===== src/rtl/core/atrp_pkg.sv =====
// shared types, constants and lookup tables of the answer-to-reset parser
`default_nettype none

package atrp_pkg;

  localparam int MAX_ATR_BYTES = 32;
  localparam int CNT_W         = $clog2(MAX_ATR_BYTES + 1);

  localparam int RATIO_W   = 12;
  localparam int DIVISOR_W = 7;
  localparam int DIV_STEPS = RATIO_W;
  localparam int STEP_W    = $clog2(DIV_STEPS + 1);

  localparam int ADDR_W = 3;
  localparam int DATA_W = 32;

  localparam logic [ADDR_W-3:0] REG_DEFAULT_RATIO = '0;

  localparam logic [RATIO_W-1:0] RATIO_RESET = 12'd372;
  localparam logic [RATIO_W-1:0] RATIO_MIN   = 12'd1;
  localparam logic [RATIO_W-1:0] RATIO_MAX   = 12'd2048;

  localparam logic [7:0] TS_DIRECT  = 8'h3B;
  localparam logic [7:0] TS_INVERSE = 8'h3F;

  typedef enum logic [2:0] {
    PH_TS,
    PH_T0,
    PH_IF,
    PH_HIST,
    PH_IDLE
  } phase_t;

  typedef enum logic [1:0] {
    ST_IDLE,
    ST_DIV,
    ST_OUT
  } seq_t;

  typedef enum logic [2:0] {
    CLS_TS,
    CLS_T0,
    CLS_TA,
    CLS_TB,
    CLS_TC,
    CLS_TD,
    CLS_HIST,
    CLS_IGNORED
  } class_t;

  typedef enum logic [1:0] {
    ERR_NONE,
    ERR_BAD_TS,
    ERR_RESERVED_FD,
    ERR_TOO_LONG
  } err_t;

  typedef struct packed {
    logic                 start;
    logic [RATIO_W-1:0]   dividend;
    logic [DIVISOR_W-1:0] divisor;
  } div_req_t;

  // clock rate conversion factor F, zero for a reserved code
  function automatic logic [RATIO_W-1:0] f_lookup(input logic [3:0] code);
    logic [RATIO_W-1:0] f;
    case (code)
      4'd0:    f = 12'd372;
      4'd1:    f = 12'd372;
      4'd2:    f = 12'd558;
      4'd3:    f = 12'd744;
      4'd4:    f = 12'd1116;
      4'd5:    f = 12'd1488;
      4'd6:    f = 12'd1860;
      4'd9:    f = 12'd512;
      4'd10:   f = 12'd768;
      4'd11:   f = 12'd1024;
      4'd12:   f = 12'd1536;
      4'd13:   f = 12'd2048;
      default: f = '0;
    endcase
    return f;
  endfunction

  // baud rate adjustment factor D, zero for a reserved code
  function automatic logic [DIVISOR_W-1:0] d_lookup(input logic [3:0] code);
    logic [DIVISOR_W-1:0] d;
    case (code)
      4'd1:    d = 7'd1;
      4'd2:    d = 7'd2;
      4'd3:    d = 7'd4;
      4'd4:    d = 7'd8;
      4'd5:    d = 7'd16;
      4'd6:    d = 7'd32;
      4'd7:    d = 7'd64;
      4'd8:    d = 7'd12;
      4'd9:    d = 7'd20;
      default: d = '0;
    endcase
    return d;
  endfunction

endpackage

`default_nettype wire


===== src/rtl/core/atrp_if.sv =====
// valid/ready channel interfaces for received characters and parsed items
`default_nettype none

interface atrp_in_if;
  logic       valid;
  logic       ready;
  logic [7:0] rx_byte;
  logic       new_atr;

  modport source (output valid, output rx_byte, output new_atr, input ready);
  modport sink   (input valid, input rx_byte, input new_atr, output ready);
endinterface

interface atrp_out_if;
  logic                        valid;
  logic                        ready;
  logic [7:0]                  atr_byte;
  logic [2:0]                  byte_class;
  logic [5:0]                  byte_index;
  logic [3:0]                  group_index;
  logic [atrp_pkg::RATIO_W-1:0] clock_ratio;
  logic                        atr_done;
  logic [1:0]                  error_code;

  modport source (output valid, output atr_byte, output byte_class, output byte_index,
                  output group_index, output clock_ratio, output atr_done,
                  output error_code, input ready);
  modport sink   (input valid, input atr_byte, input byte_class, input byte_index,
                  input group_index, input clock_ratio, input atr_done,
                  input error_code, output ready);
endinterface

`default_nettype wire


===== src/rtl/core/atrp_div.sv =====
// restoring divider, one quotient bit per cycle, for the F/D clock ratio
`default_nettype none

module atrp_div (
  input  wire logic                          clk,
  input  wire logic                          rst,
  input  wire atrp_pkg::div_req_t            req,
  output logic                               done,
  output logic [atrp_pkg::RATIO_W-1:0]       quotient
);

  logic [atrp_pkg::STEP_W-1:0]    cnt;
  logic [atrp_pkg::DIVISOR_W-1:0] rem;
  logic [atrp_pkg::DIVISOR_W-1:0] divisor;
  logic [atrp_pkg::RATIO_W-1:0]   quo;

  logic [atrp_pkg::DIVISOR_W:0]   trial;
  logic [atrp_pkg::DIVISOR_W:0]   diff;
  logic                           fits;
  logic [atrp_pkg::DIVISOR_W-1:0] rem_next;

  always_comb begin
    trial    = {rem, quo[atrp_pkg::RATIO_W-1]};
    diff     = trial - {1'b0, divisor};
    fits     = (trial >= {1'b0, divisor});
    // remainder stays below the divisor, so the top bit drops out
    rem_next = fits ? diff[atrp_pkg::DIVISOR_W-1:0] : trial[atrp_pkg::DIVISOR_W-1:0];
  end

  always_ff @(posedge clk) begin
    if (rst) begin
      cnt <= '0;
    end else if (req.start) begin
      cnt <= atrp_pkg::STEP_W'(atrp_pkg::DIV_STEPS);
    end else if (cnt != '0) begin
      cnt <= cnt - 1'b1;
    end
  end

  always_ff @(posedge clk) begin
    if (req.start) begin
      rem     <= '0;
      quo     <= req.dividend;
      divisor <= req.divisor;
    end else if (cnt != '0) begin
      rem <= rem_next;
      quo <= {quo[atrp_pkg::RATIO_W-2:0], fits};
    end
  end

  assign done     = (cnt == atrp_pkg::STEP_W'(1));
  assign quotient = quo;

endmodule

`default_nettype wire


===== src/rtl/core/atrp_cfg.sv =====
// apb register holding the default clock ratio
`default_nettype none

module atrp_cfg (
  input  wire logic                         clk,
  input  wire logic                         rst,
  input  wire logic                         psel,
  input  wire logic                         penable,
  input  wire logic                         pwrite,
  input  wire logic [atrp_pkg::ADDR_W-1:0]  paddr,
  input  wire logic [atrp_pkg::DATA_W-1:0]  pwdata,
  output logic [atrp_pkg::DATA_W-1:0]       prdata,
  output logic                              pready,
  output logic [atrp_pkg::RATIO_W-1:0]      default_ratio
);

  logic                           sel_ratio;
  logic [atrp_pkg::RATIO_W-1:0]   wr_raw;
  logic [atrp_pkg::RATIO_W-1:0]   wr_clamped;

  assign sel_ratio = (paddr[atrp_pkg::ADDR_W-1:2] == atrp_pkg::REG_DEFAULT_RATIO);
  assign wr_raw    = pwdata[atrp_pkg::RATIO_W-1:0];

  always_comb begin
    if (wr_raw < atrp_pkg::RATIO_MIN) begin
      wr_clamped = atrp_pkg::RATIO_MIN;
    end else if (wr_raw > atrp_pkg::RATIO_MAX) begin
      wr_clamped = atrp_pkg::RATIO_MAX;
    end else begin
      wr_clamped = wr_raw;
    end
  end

  always_ff @(posedge clk) begin
    if (rst) begin
      default_ratio <= atrp_pkg::RATIO_RESET;
    end else if (psel && penable && pwrite && sel_ratio) begin
      default_ratio <= wr_clamped;
    end
  end

  assign pready = 1'b1;
  assign prdata = sel_ratio ? atrp_pkg::DATA_W'(default_ratio) : '0;

endmodule

`default_nettype wire


===== src/rtl/core/iso7816_atr_parser_core.sv =====
// iso 7816-3 answer-to-reset parser: sequencer, parse state and result register
// an item is accepted only while the sequencer is idle; its result becomes valid once
// the restoring divider that forms F/D has finished and the item has been committed
// no new item is taken until the last one is committed to the output register; a stalled
// result holds the next item in its final step until the output register frees
// synchronous reset returns to expect-TS with counters and errors cleared, ratio 372
`default_nettype none

module iso7816_atr_parser_core (
  input  wire logic                         clk,
  input  wire logic                         rst,
  input  wire logic                         psel,
  input  wire logic                         penable,
  input  wire logic                         pwrite,
  input  wire logic [atrp_pkg::ADDR_W-1:0]  paddr,
  input  wire logic [atrp_pkg::DATA_W-1:0]  pwdata,
  output logic [atrp_pkg::DATA_W-1:0]       prdata,
  output logic                              pready,
  atrp_in_if.sink                           in_ch,
  atrp_out_if.source                        out_ch
);

  localparam logic [atrp_pkg::CNT_W-1:0] CNT_MAX =
    atrp_pkg::CNT_W'(atrp_pkg::MAX_ATR_BYTES);

  logic [atrp_pkg::RATIO_W-1:0] default_ratio;

  atrp_cfg u_cfg (
    .clk           (clk),
    .rst           (rst),
    .psel          (psel),
    .penable       (penable),
    .pwrite        (pwrite),
    .paddr         (paddr),
    .pwdata        (pwdata),
    .prdata        (prdata),
    .pready        (pready),
    .default_ratio (default_ratio)
  );

  // sequencer
  atrp_pkg::seq_t state, state_next;
  logic           in_take;
  logic           commit;
  logic           div_done;
  logic [atrp_pkg::RATIO_W-1:0] quotient;
  atrp_pkg::div_req_t div_req;

  always_comb begin
    state_next = state;
    case (state)
      atrp_pkg::ST_IDLE: if (in_ch.valid) state_next = atrp_pkg::ST_DIV;
      atrp_pkg::ST_DIV:  if (div_done) state_next = atrp_pkg::ST_OUT;
      atrp_pkg::ST_OUT:  if (!out_ch.valid || out_ch.ready) state_next = atrp_pkg::ST_IDLE;
      default:           state_next = atrp_pkg::ST_IDLE;
    endcase
  end

  always_comb begin
    in_ch.ready = 1'b0;
    commit      = 1'b0;
    case (state)
      atrp_pkg::ST_IDLE: in_ch.ready = !rst;
      atrp_pkg::ST_OUT:  commit = !out_ch.valid || out_ch.ready;
      default: begin
        in_ch.ready = 1'b0;
        commit      = 1'b0;
      end
    endcase
  end

  assign in_take = in_ch.valid && in_ch.ready;

  always_ff @(posedge clk) begin
    if (rst) begin
      state <= atrp_pkg::ST_IDLE;
    end else begin
      state <= state_next;
    end
  end

  // the quotient is formed for every item and used only for a valid TA1
  assign div_req.start    = in_take;
  assign div_req.dividend = atrp_pkg::f_lookup(in_ch.rx_byte[7:4]);
  assign div_req.divisor  = atrp_pkg::d_lookup(in_ch.rx_byte[3:0]);

  atrp_div u_div (
    .clk      (clk),
    .rst      (rst),
    .req      (div_req),
    .done     (div_done),
    .quotient (quotient)
  );

  logic [7:0] byte_q;
  logic       fresh_q;

  always_ff @(posedge clk) begin
    if (in_take) begin
      byte_q  <= in_ch.rx_byte;
      fresh_q <= in_ch.new_atr;
    end
  end

  // parse state
  atrp_pkg::phase_t              phase, phase_next;
  logic [3:0]                    mask, mask_next;
  logic [3:0]                    hist, hist_next;
  logic [3:0]                    group, group_next;
  logic [atrp_pkg::CNT_W-1:0]    count, count_next;
  logic [atrp_pkg::RATIO_W-1:0]  ratio, ratio_next;
  atrp_pkg::err_t                err, err_next;

  atrp_pkg::class_t              cls;
  logic [atrp_pkg::CNT_W-1:0]    idx;
  logic [3:0]                    grp;
  logic                          done;
  logic                          fd_reserved;

  assign fd_reserved = (atrp_pkg::f_lookup(byte_q[7:4]) == '0) ||
                       (atrp_pkg::d_lookup(byte_q[3:0]) == '0);

  always_comb begin
    phase_next = phase;
    mask_next  = mask;
    hist_next  = hist;
    group_next = group;
    count_next = count;
    ratio_next = ratio;
    err_next   = err;
    cls        = atrp_pkg::CLS_IGNORED;
    idx        = count;
    grp        = '0;
    done       = 1'b0;
    if (fresh_q || phase == atrp_pkg::PH_TS) begin
      count_next = atrp_pkg::CNT_W'(1);
      group_next = '0;
      mask_next  = '0;
      hist_next  = '0;
      err_next   = atrp_pkg::ERR_NONE;
      ratio_next = default_ratio;
      cls        = atrp_pkg::CLS_TS;
      idx        = '0;
      if (byte_q == atrp_pkg::TS_DIRECT || byte_q == atrp_pkg::TS_INVERSE) begin
        phase_next = atrp_pkg::PH_T0;
      end else begin
        err_next   = atrp_pkg::ERR_BAD_TS;
        phase_next = atrp_pkg::PH_IDLE;
        done       = 1'b1;
      end
    end else if (!(phase == atrp_pkg::PH_T0 || phase == atrp_pkg::PH_IF ||
                   phase == atrp_pkg::PH_HIST)) begin
      // after the end of an atr: echo only
      phase_next = atrp_pkg::PH_IDLE;
    end else if (count >= CNT_MAX) begin
      idx        = CNT_MAX;
      count_next = CNT_MAX;
      err_next   = atrp_pkg::ERR_TOO_LONG;
      ratio_next = default_ratio;
      phase_next = atrp_pkg::PH_IDLE;
      done       = 1'b1;
    end else begin
      count_next = count + 1'b1;
      case (phase)
        atrp_pkg::PH_T0: begin
          cls        = atrp_pkg::CLS_T0;
          mask_next  = byte_q[7:4];
          hist_next  = byte_q[3:0];
          group_next = 4'd1;
          if (byte_q[7:4] != '0) begin
            phase_next = atrp_pkg::PH_IF;
          end else if (byte_q[3:0] == '0) begin
            phase_next = atrp_pkg::PH_IDLE;
            done       = 1'b1;
          end else begin
            phase_next = atrp_pkg::PH_HIST;
          end
        end
        atrp_pkg::PH_IF: begin
          grp = group;
          if (mask[0]) begin
            cls       = atrp_pkg::CLS_TA;
            mask_next = mask & 4'hE;
            if (group == 4'd1) begin
              if (fd_reserved) begin
                err_next   = atrp_pkg::ERR_RESERVED_FD;
                ratio_next = default_ratio;
              end else begin
                ratio_next = quotient;
              end
            end
          end else if (mask[1]) begin
            cls       = atrp_pkg::CLS_TB;
            mask_next = mask & 4'hC;
          end else if (mask[2]) begin
            cls       = atrp_pkg::CLS_TC;
            mask_next = mask & 4'h8;
          end else begin
            cls       = atrp_pkg::CLS_TD;
            mask_next = byte_q[7:4];
            if (group < 4'd15) group_next = group + 1'b1;
          end
          if (mask_next == '0) begin
            if (hist == '0) begin
              phase_next = atrp_pkg::PH_IDLE;
              done       = 1'b1;
            end else begin
              phase_next = atrp_pkg::PH_HIST;
            end
          end
        end
        default: begin
          cls = atrp_pkg::CLS_HIST;
          if (hist != '0) hist_next = hist - 1'b1;
          if (hist_next == '0) begin
            phase_next = atrp_pkg::PH_IDLE;
            done       = 1'b1;
          end
        end
      endcase
    end
  end

  always_ff @(posedge clk) begin
    if (rst) begin
      phase <= atrp_pkg::PH_TS;
      mask  <= '0;
      hist  <= '0;
      group <= '0;
      count <= '0;
      ratio <= atrp_pkg::RATIO_RESET;
      err   <= atrp_pkg::ERR_NONE;
    end else if (commit) begin
      phase <= phase_next;
      mask  <= mask_next;
      hist  <= hist_next;
      group <= group_next;
      count <= count_next;
      ratio <= ratio_next;
      err   <= err_next;
    end
  end

  // output register
  always_ff @(posedge clk) begin
    if (rst) begin
      out_ch.valid <= 1'b0;
    end else if (commit) begin
      out_ch.valid <= 1'b1;
    end else if (out_ch.ready) begin
      out_ch.valid <= 1'b0;
    end
  end

  always_ff @(posedge clk) begin
    if (commit) begin
      out_ch.atr_byte    <= byte_q;
      out_ch.byte_class  <= cls;
      out_ch.byte_index  <= 6'(idx);
      out_ch.group_index <= grp;
      out_ch.clock_ratio <= ratio_next;
      out_ch.atr_done    <= done;
      out_ch.error_code  <= err_next;
    end
  end

  a_commit_valid: assert property (@(posedge clk) disable iff (rst)
    commit |=> out_ch.valid)
    else $error("committed item not presented");

  a_div_in_seq: assert property (@(posedge clk) disable iff (rst)
    div_done |-> state == atrp_pkg::ST_DIV)
    else $error("divider finished outside the divide step");

  a_ts_index: assert property (@(posedge clk) disable iff (rst)
    (out_ch.valid && out_ch.byte_class == atrp_pkg::CLS_TS) |-> out_ch.byte_index == '0)
    else $error("ts item with nonzero index");

  a_ratio_range: assert property (@(posedge clk) disable iff (rst)
    out_ch.valid |-> (out_ch.clock_ratio != '0 && out_ch.clock_ratio <= atrp_pkg::RATIO_MAX))
    else $error("clock ratio out of range");

endmodule

`default_nettype wire

===== src/flat_wrapper.sv =====
// flat-port wrapper written by rule: the top's interface ports become plain ports
module iso7816_atr_parser_core_flat 
  (clk, rst, psel, penable, pwrite, paddr, pwdata, prdata, pready, in_ch_valid, in_ch_rx_byte, in_ch_new_atr, in_ch_ready, out_ch_valid, out_ch_atr_byte, out_ch_byte_class, out_ch_byte_index, out_ch_group_index, out_ch_clock_ratio, out_ch_atr_done, out_ch_error_code, out_ch_ready);
  atrp_in_if in_ch_i ();
  atrp_out_if out_ch_i ();
  input  wire logic clk;
  input  wire logic rst;
  input  wire logic psel;
  input  wire logic penable;
  input  wire logic pwrite;
  input  wire logic [atrp_pkg::ADDR_W-1:0] paddr;
  input  wire logic [atrp_pkg::DATA_W-1:0] pwdata;
  output logic [atrp_pkg::DATA_W-1:0] prdata;
  output logic pready;
  input wire logic [$bits(in_ch_i.valid)-1:0] in_ch_valid;
  input wire logic [$bits(in_ch_i.rx_byte)-1:0] in_ch_rx_byte;
  input wire logic [$bits(in_ch_i.new_atr)-1:0] in_ch_new_atr;
  output wire logic [$bits(in_ch_i.ready)-1:0] in_ch_ready;
  output wire logic [$bits(out_ch_i.valid)-1:0] out_ch_valid;
  output wire logic [$bits(out_ch_i.atr_byte)-1:0] out_ch_atr_byte;
  output wire logic [$bits(out_ch_i.byte_class)-1:0] out_ch_byte_class;
  output wire logic [$bits(out_ch_i.byte_index)-1:0] out_ch_byte_index;
  output wire logic [$bits(out_ch_i.group_index)-1:0] out_ch_group_index;
  output wire logic [$bits(out_ch_i.clock_ratio)-1:0] out_ch_clock_ratio;
  output wire logic [$bits(out_ch_i.atr_done)-1:0] out_ch_atr_done;
  output wire logic [$bits(out_ch_i.error_code)-1:0] out_ch_error_code;
  input wire logic [$bits(out_ch_i.ready)-1:0] out_ch_ready;
  assign in_ch_i.valid = in_ch_valid;
  assign in_ch_i.rx_byte = in_ch_rx_byte;
  assign in_ch_i.new_atr = in_ch_new_atr;
  assign in_ch_ready = in_ch_i.ready;
  assign out_ch_valid = out_ch_i.valid;
  assign out_ch_atr_byte = out_ch_i.atr_byte;
  assign out_ch_byte_class = out_ch_i.byte_class;
  assign out_ch_byte_index = out_ch_i.byte_index;
  assign out_ch_group_index = out_ch_i.group_index;
  assign out_ch_clock_ratio = out_ch_i.clock_ratio;
  assign out_ch_atr_done = out_ch_i.atr_done;
  assign out_ch_error_code = out_ch_i.error_code;
  assign out_ch_i.ready = out_ch_ready;
  iso7816_atr_parser_core u_core (.clk(clk), .rst(rst), .psel(psel), .penable(penable), .pwrite(pwrite), .paddr(paddr), .pwdata(pwdata), .prdata(prdata), .pready(pready), .in_ch(in_ch_i), .out_ch(out_ch_i));
endmodule

===== config.mk =====
export PLATFORM = sky130hd
export DESIGN_NAME = iso7816_atr_parser_core_flat
export DESIGN_NICKNAME = d
export VERILOG_FILES = /design/src/rtl/core/atrp_pkg.sv /design/src/rtl/core/atrp_if.sv /design/src/rtl/core/atrp_div.sv /design/src/rtl/core/atrp_cfg.sv /design/src/rtl/core/iso7816_atr_parser_core.sv /design/src/flat_wrapper.sv
export SDC_FILE = /design/constraint.sdc
export NUM_CORES = 1
export LEC_CHECK = 0
export BUFFER_PORTS_ARGS = -buffer_cell sky130_fd_sc_hd__buf_2
export CORE_MARGIN = 2
export CORE_UTILIZATION = 50
export CTS_CLUSTER_SIZE = 25
export DETAILED_ROUTE_END_ITERATION = 7
export GPL_TIMING_DRIVEN = 0
export PLACE_DENSITY_LB_ADDON = 0.2
export SLEW_MARGIN = 20
export SYNTH_ARGS = -nofsm -noshare
export SYNTH_HDL_FRONTEND = slang
export SYNTH_SLANG_ARGS = --single-unit
export TNS_END_PERCENT = 100

===== constraint.sdc =====
create_clock -name clk -period 3.6 [get_ports clk]
set_input_delay 0 -clock clk [delete_from_list [all_inputs] [get_ports clk]]
set_output_delay 0 -clock clk [all_outputs]
set_load 0.1 [all_outputs]

# --- Word level (Yosys, flattened, before mapping) ---
# Memories as Yosys holds them, arrays and structs flattened. A register that Yosys moved wholly into a read port is not among the register bits.
# Cells that the tools add are included.
# Widths: inputs -> output; s select.
totals:
  ff_bits: 118
  romBits: 576
  inputBits: 51
  out_inout_bits: 71
  elab_cells: 188
  n_memories: 4
memory_table:
  columns: ["name", "depth", "word_bits", "rd", "rd_ports_with_merged_regs", "write_ports", "line_no", "rtl"]
  rows:
  - ["(no name shown)", 16, 11, 1, 1, 0, "atrp_pkg.sv:67", "case (code)"]
  - ["(no name shown)", 16, 11, 1, 0, 0, "atrp_pkg.sv:67", null]
  - ["(no name shown)", 16, 7, 1, 1, 0, "atrp_pkg.sv:88", "case (code)"]
  - ["(no name shown)", 16, 7, 1, 1, 0, "atrp_pkg.sv:88", null]
op_classes:
  add_sub_neg: 5
  n_lt_le_gt_ge: 5
  eq_ne: 20
  mux: 92
  n_bitwise: 3
  n_reduce_logical: 36
op_table:
  columns: ["cell", "n"]
  rows:
  - ["$mux 12", 12]
  - ["$mux 4", 29]
  - ["$mux 3", 13]
  - ["$mux 6", 5]
  - ["$pmux 4 s2", 3]
  - ["$mux 2", 10]
  - ["$eq 8x6->1 const B", 2]
  - ["$logic_not 4->1", 4]
  - ["$mux 1", 15]
  - ["$gt 12x12->1 const B", 1]
  - ["$logic_not 12->1", 1]
  - ["$lt 12x1->1 const B", 1]
  - ["$pmux 3 s2", 2]
  - ["$reduce_bool 4->1", 3]
  - ["$ne 3x3->1 const B", 3]
  - ["$eq 4x1->1 const B", 2]
  - ["$ge 8x7->1", 1]
  - ["$ne 2x1->1 const B", 4]
  - ["$reduce_and 4->1", 2]
  - ["$reduce_and 8->1", 1]
  - ["$sub 4x1->4 const B", 2]
  - ["$logic_not 7->1", 1]
  - ["$mux 7", 1]
  - ["$sub 7x7->7", 1]
  - ["26 further kinds", 42]

# --- Depth between registers and ports, before layout ---
depth:
  depth_word: 13
  mapped_depth: 9
  mapped_depth_nobuf: 8

# --- Cells and area by module ---
# From an unflattened synthesis, not the netlist that was laid out.
unflattened:
  hier_cells: 775
  area_unflattened_um2: 7576.0
modules_own_cells:
  columns: ["module", "instances", "cells_each", "area_per_inst_um2", "seq_area_each_um2"]
  rows:
  - ["iso7816_atr_parser_core", 1, 531, 5218.8, 2472.4]
  - ["atrp_div", 1, 146, 1601.5, 790.8]
  - ["atrp_cfg", 1, 98, 755.7, 240.2]

# --- Worst setup path before layout ---
# OpenSTA, ideal clock, no wires.
synth_timing:
  path_kind: "register -> register"
  start: "register u_core.out_ch.valid"
  end: "register u_core.count[5] (netlist bit)"
  setup_time_ps: 197
  arrival_ps: 2664
  t_required_ps: 3403
  path_slack_ps: 738
  stages_incl_launch_ff: 6
  n_path_buf: 1
  period_less_slack_ps: 2862
  cell_sequence: "dfxtp_1 > nand2b_1 > nand2_1 > bufinv_8 > clkbuf_1 > a221oi_1"
synth_between:
  elab_chain_len: 4
synth_lines:
  columns: ["element", "line_no", "rtl"]
  rows:
  - ["from (decl)", "atrp_if.sv:25", "modport source (output valid, output atr_byte, output byte_class, output byte_index,"]
  - ["from (signal assigned)", "iso7816_atr_parser_core.sv:247", "out_ch.valid <= 1'b0;"]
  - ["from (signal assigned)", "iso7816_atr_parser_core.sv:249", "out_ch.valid <= 1'b1;"]
  - ["from (signal assigned)", "iso7816_atr_parser_core.sv:251", "out_ch.valid <= 1'b0;"]
  - ["$logic_not 1->1", "iso7816_atr_parser_core.sv:64", "atrp_pkg::ST_OUT: commit = !out_ch.valid || out_ch.ready;"]
  - ["$logic_or 1x1->1", "iso7816_atr_parser_core.sv:64", null]
  - ["$mux 1", "iso7816_atr_parser_core.sv:62", "case (state)"]
  - ["named net u_core.commit", "iso7816_atr_parser_core.sv:44", "logic commit;"]
  - ["$reduce_and 2->1 (no source line)", null, null]
  - ["to (signal assigned)", "iso7816_atr_parser_core.sv:238", "count <= count_next;"]
  - ["to (decl)", "iso7816_atr_parser_core.sv:110", "logic [atrp_pkg::CNT_W-1:0] count, count_next;"]
# The timed path passes the listed nets, and every way through them passes these cells.
# A chain may end at the register's enable or synchronous reset.

==> impl_metrics.toml <==
[run_status]
status = "finished, final reports clean"

[detailed_routing]
viasPerCell = 5.804
ant_nets = 0
drt_iter0_markers = 452
drt_first_pass_iters = 5
wl_per_cell_um = 16.82
drc = 0
routed_wl_um = 19180
num_vias = 6617

[die]
die_w_um = 127.6
ioPinCount = 122
die_h_um = 127.6
die_area_um2 = 16290
row_count = 45
initial_core_util = 0.5064
core_um2 = 15090

[cts]
cts.repair.resized = 0
cts_hold_buf = 22
htree_levels = 4
postCtsSetupBuffers = 0
cts_buffers = 17
worst_skew_pair.late_latency_ps = 430
clockBufferDepth = 2
cts_tree = "done"
root_buffer = "clkbuf_16"
path_clk_slew_ps = 60
clock-sinks = 143

[synth]
synth_cells = 801
synth-main-ff-cell = "dfxtp_1"
ys_warn_count = 0
synth_area_per_cell_um2 = 9.539
ys_async_sr_fraction = 0
syn-cell-area_um2 = 7641
ys_types = 82
yosysSeqAreaShare = 0.4585
yosysTopAreaCellShare = 0.2515
yosys.area.top_type = "edfxtp_1"
synth_edf_count = 64
ys_seq_elements = 143
yosys-top-cells-area = "edfxtp_1 (25%), dfxtp_1 (21%), ha_1 (3.9%)"

[timing]
period_needed_ps = 2640
finalCritPeriodShare = 0.7333
rsz0062_at_grt = "no"
maxSlewViolCount = 0
hold_viol = 0
finClkSkew_ps = 8.300
clock.fmax_mhz = 378.8
setup_viol = 0
tns_ps = 0
layout_setup_ws_ps = 960.1
slew_headroom = 0.4695
tightest_slew_ps = 788.4

[global_route]
grt_max_degree = 46
grt_use_met2 = 0.3998
met1_usage = 0.3137
grt.overflow.total = 0
antenna_found_initial = 0
grt_pass1_wl_um = 30780
top_usage_layer = "met2"
grtUsageTotal = 0.2407
use_met3 = 0.05863
grt_pass1_vias = 6081

[layout]
area.growth.synth_to_final_pct = 19.65
final_cell_mix = "buf_2 (84), nor2_1 (79), dfxtp_1 (79)"
drive_gt1_frac = 0.1754
num_antenna_cells = 0
final_nets = 1015
final_common_cell = "buf_2"

[flow_run]
maxCapViolations = 0

[place]
dp_hpwl_um = 13440
dp_worst_setup_slack_ps = 1026
gp_congestion = 0.9011
io_buffers = 78

[setup_path]
worstSetupEndpointType = "flip-flop"
startpoint_type = "flip-flop"
slowest_stage = "or4b_1"
reg2reg_slack_ps = 960
worst-path-max-fanout = 6
critPathMaxStageDelay_ps = 580
cp.required_ps = 3910
worstPathArrival_ps = 2950
path_class = "flip-flop to flip-flop"
path_cells = "or4b_1, buf_2, o21ai_0, inv_1, ha_1, nand2b_1, o211ai_1, o31ai_1"

[power]
cellPowerDensity_nw_per_um2 = 564.4
cellLeakagePower_nw = 3.679
ir_drop_v = 0.0003494
total_power_mw = 5.160

[hold_path]
worst_hold_path_type = "input port to flip-flop"
path summary, 6_finish.rpt:
| check | to | cells after the start | from |
|---|---|---|---|
| setup / recovery | flip-flop | 8 | u_core.state[1]$_SDFFE_PP0P_ |
| hold / removal | u_core.ratio[11]$_SDFFE_PP0P_ | 4 | rst |
| setup reg to reg | flip-flop | 8 | u_core.state[1]$_SDFFE_PP0P_ |
| hold reg to reg | u_core.out_ch.atr_byte[1]$_DFFE_PP_ | 0 | u_core.byte_q[1]$_DFFE_PP_ |
kinds of logic after synthesis:
kind of cell	share of synthesized area
other	0.0009828
XOR/XNOR	0.01146
AO/OA/AOI/OAI	0.1882
flip-flops	0.4585
adder cells (fa/ha/maj)	0.04323
AND/OR/NAND/NOR	0.2016
multiplexers	0.02816
buffers and inverters	0.06796
cells in the mapped netlist (all sizes together), types with 10 or more instances:
master,n
a21o,12
nor2,79
buf,31
nand2,66
dfxtp,79
clkbuf,32
inv,28
o32ai,11
mux2i,14
a221o,12
and2,10
nor3b,10
edfxtp,64
nor2b,26
o21ai,44
ha,24
nand4,11
a21oi,51
nor3,33
a31oi,19
area by class of cell:
class | count | area, um^2
clock inverter | 12 | 143.9
buffer | 63 | 397.9
inverter | 29 | 125.1
clock buffer | 20 | 436.7
tap | 188 | 235.2
multi-input combinational | 585 | 3690
timing repair buffer | 100 | 610.6
fill | 1349 | 5947
sequential | 143 | 3503
layer usage:
metal | share of wire | wire length [um]
met5 | 0 | 0
met4 | 0.015 | 282
met3 | 0.067 | 1281
met2 | 0.47 | 9074
met1 | 0.45 | 8540
critical path: cells and delay by family (launching register included):
kind,cells,cell delay (ps)
AO/OA/AOI/OAI,3,720
AND/OR/NAND/NOR,2,740
adder cells (fa/ha/maj),1,280
flip-flops,1,340
buffers and inverters,2,430
report_power, final:
| part | internal, mW | total (mW) | switching [mW] |
|---|---|---|---|
| Combinational | 0.454 | 1.31 | 0.856 |
| Sequential | 1.94 | 2.11 | 0.174 |
| Clock | 1.08 | 1.74 | 0.657 |
metrics by stage:
| stage | area, um^2 | util | hold WS (ps) | instances |
|---|---|---|---|---|
| after floorplan | 7712 | - | 98.87 | 820 |
| after global placement | 8338 | 0.5526 | 212.6 | 1086 |
| after detailed placement | 8342 | 0.5528 | 213.5 | 1086 |
| final | 9143 | 0.6059 | 51.47 | 1140 |
| after global routing | 9143 | 0.6059 | 103.7 | 1140 |
| after CTS | 9143 | 0.6059 | 34.46 | 1140 |
No activity file was read; power rests on OpenSTA's default activity.
